===== src/rtl/core/pfla_pkg.sv =====
// Package: shared widths, request codes and the shared-unit operand type.
`default_nettype none
package pfla_pkg;

	localparam int unsigned ADDR_W     = 48;
	localparam int unsigned BASE_W     = 36;
	localparam int unsigned CNT_W      = 13;
	localparam int unsigned PAGE_SHIFT = 12;
	localparam int unsigned ALU_W      = BASE_W + 1;

	localparam logic [CNT_W-1:0] CNT_MAX = '1;

	// request kinds
	localparam logic [1:0] KIND_INIT  = 2'd0;
	localparam logic [1:0] KIND_ALLOC = 2'd1;
	localparam logic [1:0] KIND_FREE  = 2'd2;
	localparam logic [1:0] KIND_QUERY = 2'd3;

	// configuration register indexes
	localparam logic REG_BASE  = 1'b0;
	localparam logic REG_PAGES = 1'b1;

	typedef struct packed {
		logic              sub;
		logic [BASE_W-1:0] a;
		logic [BASE_W-1:0] b;
	} alu_req_t;

endpackage
`default_nettype wire


===== src/rtl/core/pfla_alu.sv =====
// Shared add/subtract unit: address forming, region offset and counter sums.
`default_nettype none
module pfla_alu (
	input  wire pfla_pkg::alu_req_t          req,
	output logic [pfla_pkg::ALU_W-1:0]       sum
);

	// top bit is carry on add, borrow on subtract
	always_comb begin
		if (req.sub) begin
			sum = {1'b0, req.a} - {1'b0, req.b};
		end else begin
			sum = {1'b0, req.a} + {1'b0, req.b};
		end
	end

endmodule
`default_nettype wire


===== config.mk =====
export PLATFORM = sky130hd
export DESIGN_NAME = pfla_alu
export DESIGN_NICKNAME = d
export VERILOG_FILES = /design/src/rtl/core/pfla_pkg.sv /design/src/rtl/core/pfla_alu.sv
export SDC_FILE = /design/constraint.sdc
export NUM_CORES = 1
export LEC_CHECK = 0
export BUFFER_PORTS_ARGS = -buffer_cell sky130_fd_sc_hd__clkbuf_2
export CAP_MARGIN = 20
export CORE_MARGIN = 2
export CORE_UTILIZATION = 57
export DETAILED_ROUTE_END_ITERATION = 8
export GPL_TIMING_DRIVEN = 0
export PLACE_DENSITY = 0.89
export SYNTH_ARGS = -nofsm -noshare
export SYNTH_HDL_FRONTEND = slang
export SYNTH_SLANG_ARGS = --single-unit

===== constraint.sdc =====
create_clock -name vclk -period 9.7
set_input_delay 0.97 -clock vclk [all_inputs]
set_output_delay 0.97 -clock vclk [all_outputs]
set_load 0.01 [all_outputs]

==> impl_metrics.env, run 1 <==
export IMPL_rows=25
export IMPL_grt_pass1_vias=3100
export IMPL_fin_ws_ns=3.65
export IMPL_fin_crit_sh_pct=62.4
export IMPL_drt_wl_total_mm=8.77
export IMPL_core_sq_um=4790
export IMPL_seq_area_frac_synth_pct=0
export IMPL_gp_congestion=0.970
export IMPL_start_util_pct=59.7
export IMPL_antenna_found_initial=0
export IMPL_post_dp_hpwl_mm=7.69
export IMPL_grt_max_degree=11
export IMPL_place_port_buffers=110
export IMPL_vdd_drop_max_v=0.0000787
export IMPL_worst_pin_slew_ns=0.753
export IMPL_dp_worst_setup_slack_ns=3.73
export IMPL_finalSetupViolCount=0
export IMPL_fp_dieW_um=74.8
export IMPL_yosysUniqueCellTypes=60
export IMPL_avgViaCountPerCell=5.92
export IMPL_grt_pass1_wl_mm=13.9
export IMPL_crit_path_start_kind="primary input"
export IMPL_wl_per_cell_um=14.6
export IMPL_syn_area_per_cell_sq_um=6.77
export IMPL_required_ns=8.73
export IMPL_whs_ns=2.31
export IMPL_fmax_ghz=0.165
export IMPL_design_die_area_sq_um=5590
export IMPL_die_h_um=74.8
export IMPL_worstPathMaxFanout=9
export IMPL_ant_nets=0
export IMPL_slew_headroom_pct=49.4
export IMPL_cp_num_buf_inv=4
export IMPL_min_path_type="in2out"
export IMPL_critical_path_endpoint_type="primary output"
export IMPL_hold_buffers=0
export IMPL_dr_pass1_iters=5
export IMPL_hold_viol=0
export IMPL_drv_slew=0
export IMPL_antenna_cells=0
export IMPL_crit_path_cell_trace="clkbuf_2, nor4_1, nand2_1, or3_4, nor4_4, a41oi_1, xnor2_1, ha_1, clkbuf_1, a21oi_1, o21a_1, o21ai_0, a21oi_1, inv_1, a21oi_1, a2bb2oi_1, o211ai_1, clkbuf_2"
export IMPL_nFillCells=418
export IMPL_area_growth_synth_to_final_pct=22.2
export IMPL_grt_remaining_overflow=0
export IMPL_cts_setup_buffers=0
export IMPL_final_clkbuf_count=0
export IMPL_syn_area_sq_um=2860
export IMPL_drive_above_1_share_pct=23.9
export IMPL_min_period_ns=6.05
export IMPL_multi_input_area_sq_um=2710
export IMPL_grtUsageTotal_pct=31.0
export IMPL_cp_top_family="compound AO/OA/AOI/OAI gates"
export IMPL_seq_cell_count=0
export IMPL_cts_resized=0
export IMPL_path_common_cell="a21oi_1"
export IMPL_drc=0
export IMPL_syn_num_nets=533
export IMPL_first_iter_violations=297
export IMPL_power_density_nw_per_um2=100
export IMPL_yosysWarnings=0
export IMPL_totalPowerFinal_mw=0.351
export IMPL_cap_violations=0
export IMPL_crit_arrival_ns=5.08
export IMPL_fin_tns_setup_ns=0
export IMPL_p_leak_nw=1.66
export IMPL_worst_path_max_delay_cell="or3_4"
export IMPL_status="finished, final reports clean"
export IMPL_rsz0062_at_grt="no"
export IMPL_syn_inst=422
export IMPL_vias=3545
export IMPL_seq_area_sq_um=0
export IMPL_crit_type="in2out"
export IMPL_critical_path_max_stage_delay_ns=0.47
export IMPL_ioPinCount=110
export IMPL_final_nets=645
## logic make-up (layout without fill, tap and decap cells)
group           after synthesis  in the layout  synth area share, %
simple gates                142            142                 25.7
compound gates              140            140                 31.4
xor+xnor                     65             65                 19.9
fa+ha+maj                    38             38                 16.9
buf+inv                      34            144                 5.00
mux                           3              3                 1.05
## synth_stat cells (2+ instances only)
library cell	count	area, sq um
a21o_1	14	105
o21bai_1	4	30.0
a41oi_1	2	17.5
o21ai_0	23	115
inv_1	22	82.6
a21boi_0	3	22.5
xor2_1	15	131
a31oi_1	9	56.3
o21a_1	3	22.5
xnor2_1	50	438
o41ai_1	2	17.5
clkbuf_1	10	37.5
and2_1	4	25.0
mux2i_1	3	30.0
or2_2	2	12.5
nand3_1	4	20.0
or3_1	3	18.8
nor2_1	43	161
and3_1	3	18.8
nor3_1	18	90.1
nand4_1	8	50.1
nor4_1	3	18.8
o211ai_1	6	45.0
buf_6	2	22.5
o41ai_2	2	32.5
nand2_1	35	131
a21oi_1	54	270
a2111oi_0	2	17.5
ha_1	37	463
nor2b_1	6	37.5
## through the flow
stage | cell area [sq um] | util [%] | std cells
2_1_floorplan | 2860 | - | 422
3_5_place_dp | 3490 | 72.9 | 599
6_report | 3490 | 72.9 | 599
5_1_grt | 3490 | 72.9 | 599
4_1_cts | 3490 | 72.9 | 599
3_3_place_gp | 3490 | 72.9 | 599
## area by class of cell
type                       instances  area share, %
buffer                            12           1.72
timing repair buffer             110           15.8
tap                               67           2.40
multi-input combinational        388           77.7
inverter                          22           2.37
## metal layers
metal	vias up	share of wire (%)	GRT usage (%)
met3	18	7.5	1.47
li1	1769	-	-
met4	0	2.1	5.95
met5	-	0	0
met2	178	46	52.1
met1	1580	45	44.1
## final timing paths
kind / depth (start not counted) / endpoint / startpoint / slack [ns]
setup / recovery: 18 / sum[34] / req[5] / 3.65
hold / removal: 5 / sum[0] / req[36] / 2.31
## power breakdown
group          internal [mW]  leakage, nW  total [mW]  switching (mW)
Sequential                 0            0           0               0
Clock                      0            0           0               0
Combinational          0.147         1.66       0.351           0.203
## placed cells by master, fill, tap and decap left out, types with 3 or more instances in the layout
cell type	instances
mux2i_1	3
o21ai_0	23
and2_1	4
nand4_1	8
o21a_1	3
and3_1	3
clkbuf_1	10
inv_1	22
a21boi_0	3
o211ai_1	6
xnor2_1	50
nand3_1	4
a21o_1	14
nand2_1	35
clkbuf_2	110
a31oi_1	9
nor4_1	3
or3_1	3
o21bai_1	4
nor2b_1	6
a21oi_1	54
xor2_1	15
nor3_1	18
ha_1	37
nor2_1	43
## worst min-delay path, delay by kind of cell
family     cells  cell delay [ns]
fa+ha+maj      1             0.11
buf+inv        4             0.27
Note: power is estimated with default switching activity, not from simulation.
==> run 2: changes to the inputs <==
--- a/config.mk
+++ b/config.mk
@@ -5,13 +5,14 @@
 export SDC_FILE = /design/constraint.sdc
 export NUM_CORES = 1
 export LEC_CHECK = 0
+export ABC_AREA = 1
 export BUFFER_PORTS_ARGS = -buffer_cell sky130_fd_sc_hd__clkbuf_2
 export CAP_MARGIN = 20
 export CORE_MARGIN = 2
-export CORE_UTILIZATION = 57
+export CORE_UTILIZATION = 56
 export DETAILED_ROUTE_END_ITERATION = 8
 export GPL_TIMING_DRIVEN = 0
-export PLACE_DENSITY = 0.89
+export PLACE_DENSITY = 0.83
 export SYNTH_ARGS = -nofsm -noshare
 export SYNTH_HDL_FRONTEND = slang
 export SYNTH_SLANG_ARGS = --single-unit
==> constraint.sdc (replaced) <==
create_clock -name vclk -period 5.9
set_input_delay 0.59 -clock vclk [all_inputs]
set_output_delay 0.59 -clock vclk [all_outputs]
set_load 0.01 [all_outputs]
==> impl_metrics.env, run 2 <==
export IMPL_status="finished, final reports clean"
export IMPL_power_density_nw_per_um2=131
export IMPL_vias=5022
export IMPL_crit_path_start_kind="primary input"
export IMPL_ioPinCount=110
export IMPL_grt_max_degree=11
export IMPL_hold_viol=0
export IMPL_cap_violations=0
export IMPL_start_util_pct=57.5
export IMPL_layout_common_cells="nand2_1 (272), inv_1 (154), clkbuf_2 (110)"
export IMPL_stdcell_count=968
export IMPL_area_growth_synth_to_final_pct=16.8
export IMPL_stdcell_area_sq_um=4520
export IMPL_final_nets=1001
export IMPL_post_route_util_pct=67.2
export IMPL_avgViaCountPerCell=5.19
export IMPL_netlist_top_cell_by_area="nand2_1"
export IMPL_fin_crit_sh_pct=71.5
export IMPL_fin_tns_setup_ns=0
export IMPL_slew_headroom_pct=62.2
export IMPL_yosys_area_top_type_share_pct=26.4
export IMPL_switching_share_pct=63.2
export IMPL_required_ns=5.31
export IMPL_fin_ws_ns=1.68
export IMPL_first_iter_violations=250
export IMPL_p_comb_share_pct=100.0
export IMPL_final_common_cell="nand2_1"
export IMPL_syn_area_per_cell_sq_um=4.97
export IMPL_grt_pass1_wl_mm=20.0
export IMPL_grtUsageTotal_pct=32.3
export IMPL_p_int_mw=0.218
export IMPL_p_switching_mw=0.375
export IMPL_design_die_area_sq_um=7580
export IMPL_cts_resized=0
export IMPL_cts_setup_buffers=0
export IMPL_worstPathMaxFanout=4
export IMPL_grt_pass1_vias=4591
export IMPL_grt_remaining_overflow=0
export IMPL_crit_type="in2out"
export IMPL_yosys_top_cells_area="nand2_1 (26%), inv_1 (15%), ha_1 (12%)"
export IMPL_yosysWarnings=0
export IMPL_seq_area_frac_synth_pct=0
export IMPL_p_leak_nw=2.81
export IMPL_syn_num_nets=889
export IMPL_syn_inst=778
export IMPL_min_path_type="in2out"
export IMPL_fp_dieW_um=87.1
export IMPL_seq_area_sq_um=0
export IMPL_drv_slew=0
export IMPL_fmax_ghz=0.237
export IMPL_rsz0062_at_grt="no"
export IMPL_whs_ns=1.54
export IMPL_totalPowerFinal_mw=0.594
export IMPL_seq_cell_count=0
export IMPL_wl_per_cell_um=12.6
export IMPL_drc=0
export IMPL_ant_nets=0
export IMPL_antenna_found_initial=0
export IMPL_syn_area_sq_um=3860
export IMPL_p_clk_share_pct=0
export IMPL_drt_wl_total_mm=12.2
export IMPL_p_seq_share_pct=0
export IMPL_crit_arrival_ns=3.63
export IMPL_gp_congestion=0.981
export IMPL_dp_worst_setup_slack_ns=1.77
export IMPL_post_dp_hpwl_mm=11.0
export IMPL_worst_pin_slew_ns=0.566
export IMPL_hold_buffers=0
export IMPL_dp_cells=968
export IMPL_vdd_drop_max_v=0.0000738
export IMPL_die_h_um=87.1
export IMPL_place_port_buffers=110
export IMPL_rows=30
export IMPL_place_area_sq_um=4520
export IMPL_min_period_ns=4.22
export IMPL_core_sq_um=6720
export IMPL_dr_pass1_iters=5
export IMPL_antenna_cells=0
export IMPL_drive_above_1_share_pct=16.7
export IMPL_finalSetupViolCount=0
export IMPL_synthTopCellsByCount="nand2_1 (272), inv_1 (154), nor2_1 (85), nand3_1 (41), ha_1 (37)"
export IMPL_final_clkbuf_count=0
export IMPL_critical_path_endpoint_type="primary output"
export IMPL_synth_most_common_cell="nand2_1"
export IMPL_yosysUniqueCellTypes=31
run 2: final timing paths:
path / from / end / slack [ns] / cells past startpoint
setup / recovery: req[0] / sum[35] / 1.68 / 21
hold / removal: req[0] / sum[0] / 1.54 / 4
run 2: critical path, cell delays in order:
cell	delay, ns
clkbuf_2	0.10
inv_1	0.09
ha_1	0.29
nand3_1	0.17
nor2_2	0.22
nand2_1	0.16
xor2_1	0.17
nand2_1	0.06
o21ai_0	0.20
ha_1	0.44
nand2_1	0.12
nor2_1	0.14
inv_1	0.12
nor2_1	0.15
nand3b_1	0.11
nand3_2	0.14
nand2_1	0.08
nand2_1	0.06
nand2_1	0.04
nand2_1	0.05
clkbuf_2	0.12
run 2: metal layers:
layer	routed length (um)	GRT usage [%]	part of all wire, %	vias up
li1	-	-	-	2626
met1	5540	42.9	45	2198
met2	5650	56.1	46	172
met3	610	1.33	5.0	26
met4	382	9.66	3.1	0
met5	0	0	0	-
run 2: kinds of logic after synthesis:
kind of cell               after synthesis  share of synthesized area, %
AOI/OAI and AO/OA                       73                          10.2
xor gates and xnor gates                45                          10.4
adders and majority gates               38                          12.5
buffers and inverters                  160                          15.8
and+or+nand+nor                        462                          51.1
run 2: area by class of cell:
| cell class | instances | area [sq um] |
|---|---|---|
| timing repair buffer | 110 | 551 |
| tap | 80 | 100 |
| multi-input combinational | 618 | 3260 |
| fill | 717 | 2200 |
| buffer | 4 | 23.8 |
| inverter | 156 | 586 |
run 2: power by group through the flow:
stage               combinational [mW]  sequential (mW)  clock (mW)
floorplan                        0.394                0           0
global placement                 0.573                0           0
detailed placement               0.585                0           0
CTS                              0.587                0           0
global route                     0.662                0           0
finish                           0.594                0           0
==> run 3: changes to the inputs <==
==> constraint.sdc (replaced) <==
create_clock -name vclk -period 4.1
set_input_delay 0.41 -clock vclk [all_inputs]
set_output_delay 0.41 -clock vclk [all_outputs]
set_load 0.01 [all_outputs]
==> impl_metrics.env, run 3 (synthesized netlist as in run 2, its figures left out) <==
export IMPL_required_ns=3.69
export IMPL_fin_crit_sh_pct=91.7
export IMPL_grt_pass1_wl_mm=20.0
export IMPL_startpoint="req[0]"
export IMPL_fmax_ghz=0.266
export IMPL_post_dp_hpwl_mm=11.0
export IMPL_final_clkbuf_count=0
export IMPL_final_common_cell="nand2_1"
export IMPL_seq_cell_count=0
export IMPL_drc=0
export IMPL_place_port_buffers=110
export IMPL_crit_path_start_kind="primary input"
export IMPL_power_density_nw_per_um2=189
export IMPL_core_sq_um=6720
export IMPL_avgViaCountPerCell=5.19
export IMPL_hold_path_depth=4
export IMPL_design_die_area_sq_um=7580
export IMPL_hold_buffers=0
export IMPL_wl_per_cell_um=12.6
export IMPL_die_h_um=87.1
export IMPL_slew_headroom_pct=62.6
export IMPL_crit_end="sum[35]"
export IMPL_nFillCells=714
export IMPL_antenna_found_initial=0
export IMPL_crit_arrival_ns=3.35
export IMPL_worst_pin_slew_ns=0.561
export IMPL_crit_type="in2out"
export IMPL_worstPathMaxFanout=4
export IMPL_p_leak_nw=2.81
export IMPL_vias=5029
export IMPL_start_util_pct=57.5
export IMPL_layout_common_cells="nand2_1 (272), inv_1 (154), clkbuf_2 (110)"
export IMPL_ioPinCount=110
export IMPL_vdd_drop_max_v=0.000106
export IMPL_drive_above_1_share_pct=16.9
export IMPL_fp_dieW_um=87.1
export IMPL_first_iter_violations=240
export IMPL_rsz0062_at_grt="no"
export IMPL_seq_area_sq_um=0
export IMPL_min_path_type="in2out"
export IMPL_area_growth_synth_to_final_pct=17.1
export IMPL_grt_pass1_vias=4591
export IMPL_rows=30
export IMPL_min_period_ns=3.76
export IMPL_grt_max_degree=11
export IMPL_final_nets=1002
export IMPL_fin_tns_setup_ns=0
export IMPL_drv_slew=0
export IMPL_dr_pass1_iters=5
export IMPL_cap_violations=0
export IMPL_ant_nets=0
export IMPL_post_route_util_pct=67.4
export IMPL_grt_remaining_overflow=0
export IMPL_gp_congestion=0.981
export IMPL_critical_path_endpoint_type="primary output"
export IMPL_status="finished, final reports clean"
export IMPL_antenna_cells=0
export IMPL_drt_wl_total_mm=12.2
export IMPL_grtUsageTotal_pct=32.3
export IMPL_hold_viol=0
export IMPL_finalSetupViolCount=0
==> run 3: cell count changes in the layout (fill, tap and decap cells not counted) <==
cell   delta
buf_4     +1
ha_2      +1
ha_1      -1
==> run 3: worst min path at each step <==
| stage | startpoint | end | slack [ns] |
|---|---|---|---|
| floorplan | req[0] | sum[0] | 0.98 |
| global placement | req[0] | sum[0] | 1.17 |
| detailed placement | req[0] | sum[0] | 1.19 |
| CTS | req[0] | sum[0] | 1.19 |
| global route | req[0] | sum[0] | 1.20 |
| finish | req[0] | sum[0] | 1.18 |
==> run 3: repair_timing <==
item / in CTS / in global routing
buffers inserted: 0 / 1
setup endpoints to repair: 0 / 2
resized for setup: 0 / 1
==> run 3: critical path, stage by stage <==
cell and delay (ns):
clkbuf_2 0.10, inv_1 0.09, ha_2 0.25, nand3_1 0.15, nor2_2 0.22, nand2_1 0.16
xor2_1 0.17, nand2_1 0.06, o21ai_0 0.19, ha_1 0.43, nand2_1 0.11, nor2_1 0.14
inv_1 0.12, nor2_1 0.15, nand3b_1 0.11, nand3_2 0.14, nand2_1 0.08, nand2_1 0.06
nand2_1 0.04, nand2_1 0.05, clkbuf_2 0.12
==> run 3: per-layer routing <==
metal  routed length, um  vias up  global-route usage (%)
met5                   0        -                       0
li1                    -     2628                       -
met1                5530     2192                    42.9
met4                 382        0                    9.66
met2                5660      183                    56.1
met3                 606       26                    1.33
==> run 3: power breakdown <==
group	internal (mW)	switching, mW
Combinational	0.316	0.540
Sequential	0	0
Clock	0	0
Total	0.316	0.540
==> run 3: through the flow <==
step                total power [mW]  setup slack, ns  hold slack (ns)  area [sq um]  cells
finish                         0.856            0.341             1.18          4530    969
global route                   0.955           0.0227             1.20          4530    969
CTS                            0.845            0.322             1.19          4520    968
detailed placement             0.842            0.325             1.19          4520    968
global placement               0.825            0.399             1.17          4520    968
floorplan                      0.567             1.17            0.978          3860    778
==> run 3: layout make-up <==
class                      count  area, sq um  area share [%]
buffer                         4         23.8           0.525
inverter                     156          586            12.9
multi-input combinational    618         3260            72.0
tap                           80          100            2.21
timing repair buffer         111          558            12.3
